===== src/sv/bfe_pkg.sv =====
// Package for the bloom filter engine: sizes, action codes, hash constants.
// No dependencies.
`timescale 1ns / 1ps
`default_nettype none
package bfe_pkg;
    localparam int StoreBitsDefault = 65536;
    localparam int MaxHashesDefault = 16;
    localparam int FilterBitsW = 17;
    localparam int HashCountW = 5;
    localparam int LoadIndexW = 13;

    typedef enum logic [1:0] {
        ACT_ADD   = 2'd0,
        ACT_QUERY = 2'd1,
        ACT_CLEAR = 2'd2,
        ACT_LOAD  = 2'd3
    } action_t;

    localparam logic CFG_FILTER_BITS = 1'b0;
    localparam logic CFG_HASH_COUNT  = 1'b1;

    localparam logic [31:0] PR1 = 32'd2654435761;
    localparam logic [31:0] PR2 = 32'd2246822519;
    localparam logic [31:0] PR3 = 32'd3266489917;
    localparam logic [31:0] PR4 = 32'd668265263;
    localparam logic [31:0] PR5 = 32'd374761393;

    // Request and answer between the hash unit and the store controller
    typedef struct packed {
        logic        start;
        logic [63:0] key;
        logic [3:0]  len;
        logic [31:0] seed;
    } hash_req_t;

    typedef struct packed {
        logic        done;
        logic [31:0] value;
    } hash_rsp_t;
endpackage
`default_nettype wire


===== src/sv/bfe_mod.sv =====
// Restoring remainder unit: hash value modulo the filter size, one bit a cycle.
// Depends on bfe_pkg.
`timescale 1ns / 1ps
`default_nettype none
module bfe_mod
    import bfe_pkg::*;
(
    input  wire logic                   aclk,
    input  wire logic                   aresetn,
    input  wire logic                   start,
    input  wire logic [31:0]            dividend,
    input  wire logic [FilterBitsW-1:0] divisor,
    output logic                        done,
    output logic [FilterBitsW-1:0]      remainder
);
    logic [31:0]            num_reg;
    logic [FilterBitsW:0]   rem_reg;
    logic [FilterBitsW-1:0] div_reg;
    logic [5:0]             cnt_reg;
    logic                   busy_reg;
    logic                   done_reg;
    logic [FilterBitsW+1:0] trial;
    logic [FilterBitsW+1:0] shifted;

    assign shifted   = {rem_reg, num_reg[31]};
    assign trial     = shifted - {2'd0, div_reg};
    assign done      = done_reg;
    assign remainder = rem_reg[FilterBitsW-1:0];

    // Shift in one dividend bit, subtract when it fits
    always_ff @(posedge aclk) begin
        if (!aresetn) begin
            busy_reg <= 1'b0;
            done_reg <= 1'b0;
        end else begin
            done_reg <= 1'b0;
            if (start) begin
                num_reg  <= dividend;
                div_reg  <= divisor;
                rem_reg  <= '0;
                cnt_reg  <= 6'd32;
                busy_reg <= 1'b1;
            end else if (busy_reg) begin
                rem_reg  <= trial[FilterBitsW+1] ? shifted[FilterBitsW:0]
                                                 : trial[FilterBitsW:0];
                num_reg  <= {num_reg[30:0], 1'b0};
                cnt_reg  <= cnt_reg - 6'd1;
                if (cnt_reg == 6'd1) begin
                    busy_reg <= 1'b0;
                    done_reg <= 1'b1;
                end
            end
        end
    end
endmodule
`default_nettype wire


===== config.mk =====
export PLATFORM = sky130hd
export DESIGN_NAME = bfe_mod
export DESIGN_NICKNAME = d
export VERILOG_FILES = /design/src/sv/bfe_pkg.sv /design/src/sv/bfe_mod.sv
export SDC_FILE = /design/constraint.sdc
export NUM_CORES = 1
export LEC_CHECK = 0
export ABC_AREA = 1
export BUFFER_PORTS_ARGS = -buffer_cell sky130_fd_sc_hd__buf_2
export CAP_MARGIN = 20
export CORE_MARGIN = 3
export CORE_UTILIZATION = 40
export CTS_BUF_LIST = sky130_fd_sc_hd__clkbuf_8
export CTS_CLUSTER_DIAMETER = 50
export DETAILED_ROUTE_END_ITERATION = 6
export PLACE_DENSITY_LB_ADDON = 0.1
export SYNTH_ARGS = -nofsm -noshare
export SYNTH_HDL_FRONTEND = slang
export SYNTH_SLANG_ARGS = --single-unit

===== constraint.sdc =====
create_clock -name aclk -period 2.21 [get_ports aclk]
set_input_delay 0.3315 -clock aclk [delete_from_list [all_inputs] [get_ports aclk]]
set_output_delay 0.3315 -clock aclk [all_outputs]
set_load 0.01 [all_outputs]

==> out/summary.md <==
Run status
• outcome: finished clean

Clock network
• clock root buffer: clkbuf_8
• clock input transition at the sequential cells of the worst setup and hold paths: 0.09 ns
• number of buffers created by CTS: 9
• source-to-sink clock delay at the later pin of the worst-skew pair: 0.35 ns
• clock net sink count: 75
• maximum level of the CTS H-tree: 3
• TritonCTS clock tree: done
• maximum clock insertion buffer count: 2

STA
• worst hold slack after final layout: 0.154 ns
• Slew headroom: 67.8%
• transition time of the tightest slew-check pin: 0.483 ns
• hold violation count in the final report: 0
• crit path time final: 2.08 ns
• Slew Viols, Final: 0
• final count of negative-setup-slack endpoints: 0
• ratio of final minimum period to clock period: 94.1%
• Max Clock Freq: 481 MHz
• worst clock skew on the final layout: 0.0104 ns
• setup repair after global routing missed its margin: no
• total negative setup slack: 0 ns

Global routing
• number of global-route vias before repair: 3327
• remaining global-route overflow: 0
• wire length of the first global-routing pass: 15.9 mm
• global-route usage over all layers: 16.0%
• antenna violations before repair: 0
• pin count of the biggest net entering global routing: 38

Logic synthesis
• most frequent cell after synthesis: nand2_1
• share of flip-flops with an asynchronous set or reset: 0%
• net count after synthesis: 605
• ys flop type: edfxtp_1
• area fraction of the dominant cell type after synthesis: 49.6%
• count of state elements after synthesis: 75
• combined area of all synthesized cells: 4420 um^2
• Post-synth EDFFs: 73
• largest area contributor in the netlist: edfxtp_1
• cell count after synthesis: 533
• Netlist cell types: 31
• most instantiated cells after synthesis: nand2_1, edfxtp_1, inv_1, nor2_1, nand3_1
• Synth warnings: 0
• Seq/Total Area, Yosys: 50.5%
• mean instance size in the synthesized netlist: 8.30 um^2
• synth top area cells: edfxtp_1, nand2_1, ha_1, inv_1, nor2_1

Final layout
• number of flip-flops under the largest register name: 32
• fraction of final layout cells with drive strength greater than 1: 25.9%
• Nets: 685
• finished layout cell area: 5390 um^2
• final standard cell count with taps included and fillers excluded: 753
• antenna cells: 0
• area grow syn2layout: 21.8%

Power and ir drop
• share of power burned in the clock network: 23.8%
• worst supply voltage drop on vdd: 0.325 mV
• switching power of the nets: 1.45 mW
• Switching Share: 34.7%
• portion of total power attributed to combinational logic: 32.6%
• total chip power: 4.19 mW
• Pwr per Cell Area: 778 nW/um^2
• leakage power: 2.62 nW
• Reg power frac: 43.6%
• Internal Power: 2.74 mW

Critical path
• required time of the critical path: 2.41 ns
• critical path, cell by cell: inv_1, ha_2, fa_2, inv_2, nand3_1, nand3_2, nand2_4, nand2_2, nand2_4, buf_12, nand3_1, nand2_1, nor2_1
• CP Capture Type: flip-flop
• top fanout value on the critical path: 13
• CP arrival: 2.28 ns
• critical path class: reg2reg
• max incr delay on CP: 0.41 ns
• startpoint type of the worst setup path: flip-flop
• Critical Path Slowest Stage Cell: fa_2

Placed design
• count of placed standard cells including taps: 732
• IO Port Bufs: 69
• dpl hpwl: 6.99 mm
• Placed Area: 4970 um^2
• final RePlAce weighted congestion: 0.880

Routing
• # DRC: 0
• post-DR vias/cell: 4.70
• First DRT Iteration DRCs: 157
• average routed wire per standard cell: 13.2 um
• Post-Route WL: 9.91 mm
• routed via count: 3541
• number of nets with antenna violations after routing: 0
• number of iterations in the first detailed-routing pass: 4

Floorplan
• number of cell rows: 37
• die height: 111 um
• Top-Level Pins: 70
• floorplan die area: 12400 um^2
• core area: 10600 um^2
• starting density of the core: 41.9%
• chip width: 111 um

Flow run
• Max Cap Violations: 0

Worst hold path
• worst min-delay path category: in2reg

[repair_timing]
| action | CTS | global route |
|---|---|---|
| resized for setup | 0 | 30 |
| hold buffers | 0 | 0 |
| setup endpoints to repair | 0 | 18 |
| buffers inserted | 0 | 6 |
[per-layer routing]
layer | GRT usage (%) | wire, um | up-vias
met2 | 27.2 | 4870 | 91
li1 | - | - | 1845
met4 | 3.65 | 65 | 0
met5 | 0 | 0 | -
met3 | 4.04 | 659 | 6
met1 | 20.5 | 4310 | 1599
[layout make-up]
type / count / area, um^2
clock inverter: 6 / 48.8
timing repair buffer: 98 / 613
multi-input combinational: 362 / 1950
fill: 1057 / 5170
inverter: 67 / 251
tap: 136 / 170
sequential: 75 / 2230
clock buffer: 9 / 124
[worst max-delay path: cells and delay by family (launching register included)]
family | cells | cell delay, ns
adder cells (fa/ha/maj) | 2 | 0.61
buffers and inverters | 3 | 0.28
flip-flops | 1 | 0.36
AND/OR/NAND/NOR | 8 | 0.67
[placed cells by master (no fill, tap or decap), types with 5 or more instances in the layout]
cell type  count
nand3_1       36
inv_2          5
ha_4          11
nand2_2       10
xor2_1         7
buf_4         25
edfxtp_1      73
ha_1           7
buf_2         69
a21oi_1       11
inv_1         62
clkbuf_8       9
nand2_1      187
nor3_1         5
nor2_1        55
[path summary, 6_finish.rpt]
path / startpoint / to / slack, ns / depth (start not counted)
min reg2reg: busy_reg / done / 0.48 / 2
max: num_reg[31] / rem_reg[7] / 0.13 / 13
min: divisor[1] / div_reg[1] / 0.15 / 1
max reg2reg: num_reg[31] / rem_reg[7] / 0.13 / 13
[per-stage QoR]
stage / utilization (%) / worst slack [ns]
after global routing: 51.0 / 0.00319
after detailed placement: 47.1 / 0.0540
after global placement: 47.1 / 0.0668
final: 51.0 / 0.130
after floorplan: - / 0.171
after CTS: 48.8 / 0.0381
[cell families (layout without fill, tap and decap cells)]
family          after synthesis  after routing  share of synthesized area (%)
compound gates               22             22                           2.72
simple gates                311            311                           29.2
xor+xnor                      9              9                           1.78
fa+ha+maj                    20             20                           5.83
flops                        75             75                           50.5
buf+inv                      96            180                           9.96
[power groups by stage]
stage	sequential [mW]	clock, mW	combinational (mW)
after floorplan	1.83	0	0.902
after global placement	1.84	0	1.23
after detailed placement	1.85	0	1.24
after CTS	1.82	1.04	1.25
after global routing	1.84	1.10	1.55
final	1.83	1.00	1.36
(Power assumes the default switching activity.)
