File: src/sv/bfe_pkg.sv
// Package for the bloom filter engine: sizes, action codes, hash constants.
// No dependencies.
`timescale 1ns / 1ps
`default_nettype none
package bfe_pkg;
    localparam int StoreBitsDefault = 65536;
    localparam int MaxHashesDefault = 16;
    localparam int FilterBitsW = 17;
    localparam int HashCountW = 5;
    localparam int LoadIndexW = 13;

    typedef enum logic [1:0] {
        ACT_ADD   = 2'd0,
        ACT_QUERY = 2'd1,
        ACT_CLEAR = 2'd2,
        ACT_LOAD  = 2'd3
    } action_t;

    localparam logic CFG_FILTER_BITS = 1'b0;
    localparam logic CFG_HASH_COUNT  = 1'b1;

    localparam logic [31:0] PR1 = 32'd2654435761;
    localparam logic [31:0] PR2 = 32'd2246822519;
    localparam logic [31:0] PR3 = 32'd3266489917;
    localparam logic [31:0] PR4 = 32'd668265263;
    localparam logic [31:0] PR5 = 32'd374761393;

    // Request and answer between the hash unit and the store controller
    typedef struct packed {
        logic        start;
        logic [63:0] key;
        logic [3:0]  len;
        logic [31:0] seed;
    } hash_req_t;

    typedef struct packed {
        logic        done;
        logic [31:0] value;
    } hash_rsp_t;
endpackage
`default_nettype wire

File: src/sv/bfe_hash.sv
// Iterative XXH32 unit for keys of up to 8 bytes.
// Depends on bfe_pkg.
`timescale 1ns / 1ps
`default_nettype none
module bfe_hash
    import bfe_pkg::*;
(
    input  wire logic      aclk,
    input  wire logic      aresetn,
    input  wire hash_req_t req,
    output hash_rsp_t      rsp
);
    typedef enum logic [2:0] {
        H_IDLE, H_WORD_ADD, H_WORD_ROT, H_BYTE_ADD, H_BYTE_ROT,
        H_FIN1, H_FIN2, H_FIN3
    } hstate_t;

    hstate_t     state_reg;
    logic [31:0] h_reg;
    logic [31:0] prod_reg;
    logic [63:0] key_reg;
    logic [3:0]  left_reg;
    logic        done_reg;

    logic [31:0] rot17, rot11, fin_a, fin_b;
    assign rot17 = {h_reg[14:0], h_reg[31:15]};
    assign rot11 = {h_reg[20:0], h_reg[31:21]};
    assign fin_a = h_reg ^ {15'd0, h_reg[31:15]};
    assign fin_b = h_reg ^ {13'd0, h_reg[31:13]};

    assign rsp.done  = done_reg;
    assign rsp.value = h_reg;

    // Advance the hash: each state does at most two 32x32 multiplies
    always_ff @(posedge aclk) begin
        if (!aresetn) begin
            state_reg <= H_IDLE;
            done_reg  <= 1'b0;
        end else begin
            done_reg <= 1'b0;
            case (state_reg)
                H_IDLE: begin
                    if (req.start) begin
                        h_reg    <= req.seed + PR5 + {28'd0, req.len};
                        key_reg  <= req.key;
                        left_reg <= req.len;
                        if (req.len >= 4'd4) begin
                            prod_reg  <= req.key[31:0] * PR3;
                            state_reg <= H_WORD_ADD;
                        end else begin
                            prod_reg  <= {24'd0, req.key[7:0]} * PR5;
                            state_reg <= (req.len != 4'd0) ? H_BYTE_ADD : H_FIN1;
                        end
                    end
                end
                H_WORD_ADD: begin
                    h_reg     <= h_reg + prod_reg;
                    key_reg   <= {32'd0, key_reg[63:32]};
                    left_reg  <= left_reg - 4'd4;
                    state_reg <= H_WORD_ROT;
                end
                H_WORD_ROT: begin
                    h_reg <= rot17 * PR4;
                    if (left_reg >= 4'd4) begin
                        prod_reg  <= key_reg[31:0] * PR3;
                        state_reg <= H_WORD_ADD;
                    end else begin
                        prod_reg  <= {24'd0, key_reg[7:0]} * PR5;
                        state_reg <= (left_reg != 4'd0) ? H_BYTE_ADD : H_FIN1;
                    end
                end
                H_BYTE_ADD: begin
                    h_reg     <= h_reg + prod_reg;
                    key_reg   <= {8'd0, key_reg[63:8]};
                    left_reg  <= left_reg - 4'd1;
                    state_reg <= H_BYTE_ROT;
                end
                H_BYTE_ROT: begin
                    h_reg     <= rot11 * PR1;
                    prod_reg  <= {24'd0, key_reg[7:0]} * PR5;
                    state_reg <= (left_reg != 4'd0) ? H_BYTE_ADD : H_FIN1;
                end
                H_FIN1: begin
                    h_reg     <= fin_a * PR2;
                    state_reg <= H_FIN2;
                end
                H_FIN2: begin
                    h_reg     <= fin_b * PR3;
                    state_reg <= H_FIN3;
                end
                H_FIN3: begin
                    h_reg     <= h_reg ^ {16'd0, h_reg[31:16]};
                    done_reg  <= 1'b1;
                    state_reg <= H_IDLE;
                end
                default: state_reg <= H_IDLE;
            endcase
        end
    end
endmodule
`default_nettype wire

File: config.mk
export PLATFORM = sky130hd
export DESIGN_NAME = bfe_hash
export DESIGN_NICKNAME = d
export VERILOG_FILES = /design/src/sv/bfe_pkg.sv /design/src/sv/bfe_hash.sv
export SDC_FILE = /design/constraint.sdc
export NUM_CORES = 2
export LEC_CHECK = 0
export ABC_AREA = 1
export BUFFER_PORTS_ARGS = -buffer_cell sky130_fd_sc_hd__buf_2
export CAP_MARGIN = 20
export CORE_UTILIZATION = 30
export CTS_BUF_LIST = sky130_fd_sc_hd__clkbuf_8
export CTS_CLUSTER_DIAMETER = 60
export DETAILED_ROUTE_END_ITERATION = 12
export PLACE_DENSITY_LB_ADDON = 0.2
export SETUP_SLACK_MARGIN = 0.5
export SKIP_CTS_REPAIR_TIMING = 1
export SLEW_MARGIN = 30
export SYNTH_ARGS = -nofsm -noshare
export SYNTH_HDL_FRONTEND = slang
export SYNTH_SLANG_ARGS = --single-unit
File: constraint.sdc
create_clock -name aclk -period 18.4 [get_ports aclk]
set_clock_uncertainty 0.15 [all_clocks]
set_input_delay 0.92 -clock aclk [delete_from_list [all_inputs] [get_ports aclk]]
set_output_delay 0.92 -clock aclk [all_outputs]
set_load 0.02 [all_outputs]
==> flow_summary.ini <==
[cells_and_area]
final_nets = 11400
drive_above_1_share = 0.0442
largest_reg_flops = 64
area_growth_pct = 7.38
fin_area_um2 = 78400

[placed_design]
portBuffers = 135
gp_congestion = 1.00
hpwl_um = 258000
dpl_cell_area_um2 = 77900

[clock_tree]
cts_htree_levels = 4
cts_tree = built
numCtsBuffers = 17
clk_latency_ns = 0.53
clkTransAtPathRegs_ns = 0.12
clkSinkCount = 136
clock_path_buffers = 2
root_buffer = clkbuf_8

[synthesis]
syn_inst = 8509
ys_seq_area_frac = 0.0554
synthArstFlopShare = 0
ys.flop_type = edfxtp_1
synth_area_um2 = 73000
synth_edf_count = 132
ys_ff_latch = 136
yosys_warnings = 0
syn_nets = 11200
synth_cell_types = 72
avgSynthCellArea_um2 = 8.58

[floorplanning]
std_cell_rows = 180
die_area_um2 = 245000
initial_core_util = 0.303
num_io_pins = 136
die_y_um = 495
die_w_um = 495
core_area_um2 = 241000

[drt]
vias_per_cell = 4.81
totalWireLength_um = 288000
dr_total_vias = 57100
drtIter0Drc = 3572
dr.pass1.iters = 8
drc = 0
antenna_left = 0
wl_per_cell_um = 24.3

[setup_path]
crit_fanout = 9
slowest_stage = edfxtp_1
r2r_start = h_reg[29]$_DFFE_PP_
critPathCaptureType = flip-flop
setup.worst_path.class = reg2reg
r2r_cells = 24
cpMostUsedCell = fa_1
worstPathArrival_ns = 9.16
r2r_slack_ns = 9.33
r2r-end = h_reg[20]$_DFFE_PP_
start_kind = flip-flop
max_stage_delay_ns = 0.69
critPathRequiredTime_ns = 18.49
path_cells = buf_4, xnor2_1, inv_1, ha_1, fa_1, fa_1, inv_1, fa_1, inv_1, fa_1, inv_1, fa_1, inv_1, fa_1, fa_1, ha_1, a21oi_1, o21ai_0, a21oi_1, nand3_1, o21ai_0, o21ai_0, a21oi_1, nand4_1

[sta]
hold_violations = 0
fmax_mhz = 110
period_share = 0.493
setup_violations = 0
fin_crit_ns = 9.07
rsz0062_at_grt = no
tightest_slew_ns = 1.06
relSlewSlack = 0.284
setup-tns-final_ns = 0
drv_slew = 0

[grt]
grt_pass1_wl_um = 423000
overflow = 0
grt_max_degree = 65
grt_pass1_vias = 61700
antenna_found_initial = 5
grt_use_total = 0.239

[worst_hold_path]
whs_endpoint = state_reg[0]$_SDFFE_PN0N_
hold_class = reg2reg
min_from = state_reg[0]$_SDFFE_PN0N_
hold_depth = 1

[job]
max_cap_violations = 0

[status]
status = finished clean
==> metal layers <==
metal	part of all wire	up-vias	GRT usage	routed length (um)
li1	-	26400	-	-
met1	0.41	28700	0.295	119000
met2	0.49	1531	0.417	141000
met3	0.042	422	0.0229	12000
met4	0.057	8	0.112	16500
met5	0.00016	-	0	46
==> cell usage after synthesis (all sizes together), types with 3 or more instances <==
cell type | n | area share
inv | 2594 | 0.13
fa | 1383 | 0.38
ha | 1244 | 0.21
nand2 | 1110 | 0.058
a21oi | 374 | 0.026
nor2 | 357 | 0.019
o21ai | 324 | 0.023
nand3 | 296 | 0.021
edfxtp | 132 | 0.054
xnor2 | 114 | 0.014
xor2 | 87 | 0.011
nand4 | 45 | 0.0039
nor3 | 43 | 0.0034
a21o | 39 | 0.0040
o211ai | 37 | 0.0039
clkbuf | 34 | 0.0019
or2 | 34 | 0.0029
nand3b | 31 | 0.0032
a22oi | 25 | 0.0026
a22o | 24 | 0.0029
buf | 24 | 0.0022
o21bai | 24 | 0.0026
a31oi | 16 | 0.0014
a211oi | 14 | 0.0015
nor4 | 13 | 0.0012
a21boi | 12 | 0.0012
o22ai | 9 | 0.00077
a221oi | 8 | 0.00096
o21a | 8 | 0.00082
o221ai | 8 | 0.00096
and3 | 7 | 0.00062
o2111ai | 7 | 0.00084
o311ai | 5 | 0.00060
a31o | 4 | 0.00048
dfxtp | 4 | 0.0011
o31ai | 4 | 0.00041
o2111a | 3 | 0.00046
==> cell type report <==
cell class	instances	area, um^2
Tap cell	3185	3990
Clock inverter	15	164
Antenna cell	3	7.51
Sequential cell	136	4040
Timing Repair Buffer	203	1210
Clock buffer	17	234
Multi-Input combinational cell	5721	59000
Fill cell	25600	163000
Inverter	2594	9740
==> through the flow <==
step                      hold WS [ns]   util  instances  worst slack, ns
after floorplan                  0.276      -       8509            10.73
final                            0.324  0.325      11900             9.33
after global placement           0.293  0.323      11800             9.23
after CTS                        0.325  0.325      11900             9.55
after detailed placement         0.303  0.323      11800             9.60
after global routing             0.349  0.325      11900             9.14
==> cells in the final DEF (no fill, tap or decap), types with 25 or more instances in the layout <==
master       n
nand3_1    292
nor3_1      37
nand4_1     45
edfxtp_1   132
o21ai_1     27
or2_2       28
nand3b_1    31
fa_1      1383
o211ai_1    35
a21o_1      38
buf_4       66
a21oi_1    361
xnor2_1    113
buf_2      135
nand2_1   1086
nor2_1     335
xor2_1      83
a22oi_1     25
ha_1      1244
inv_1     2570
o21ai_0    288
==> kinds of logic (layout without fill, tap and decap cells) <==
logic type,after synthesis,after routing,share of synthesized area
xor gates and xnor gates,201,201,0.0242
buffers and inverters,2652,2829,0.138
DFF,136,136,0.0554
adders and majority gates,2627,2627,0.593
and+or+nand+nor,1942,1942,0.114
AOI/OAI and AO/OA,951,951,0.0762
other,0,3,0
==> critical path, delay by kind of cell, from the launching register on <==
kind	cells	cell delay (ns)
xor+xnor	1	0.58
compound gates	6	1.84
simple gates	2	0.31
buf+inv	6	0.96
flops	1	0.69
fa+ha+maj	9	4.23
==> worst max path at each step <==
stage | start | end | cells after the start
after CTS | h_reg[29]$_DFFE_PP_ | h_reg[20]$_DFFE_PP_ | 24
after global routing | h_reg[6]$_DFFE_PP_ | h_reg[28]$_DFFE_PP_ | 25
after floorplan | h_reg[22]$_DFFE_PP_ | h_reg[26]$_DFFE_PP_ | 27
after detailed placement | h_reg[29]$_DFFE_PP_ | h_reg[20]$_DFFE_PP_ | 24
final | h_reg[29]$_DFFE_PP_ | h_reg[20]$_DFFE_PP_ | 24
after global placement | h_reg[7]$_DFFE_PP_ | h_reg[28]$_DFFE_PP_ | 23
Power is not shown: default switching activity piles up to over one toggle a cycle in this logic, so the estimate is an artifact.
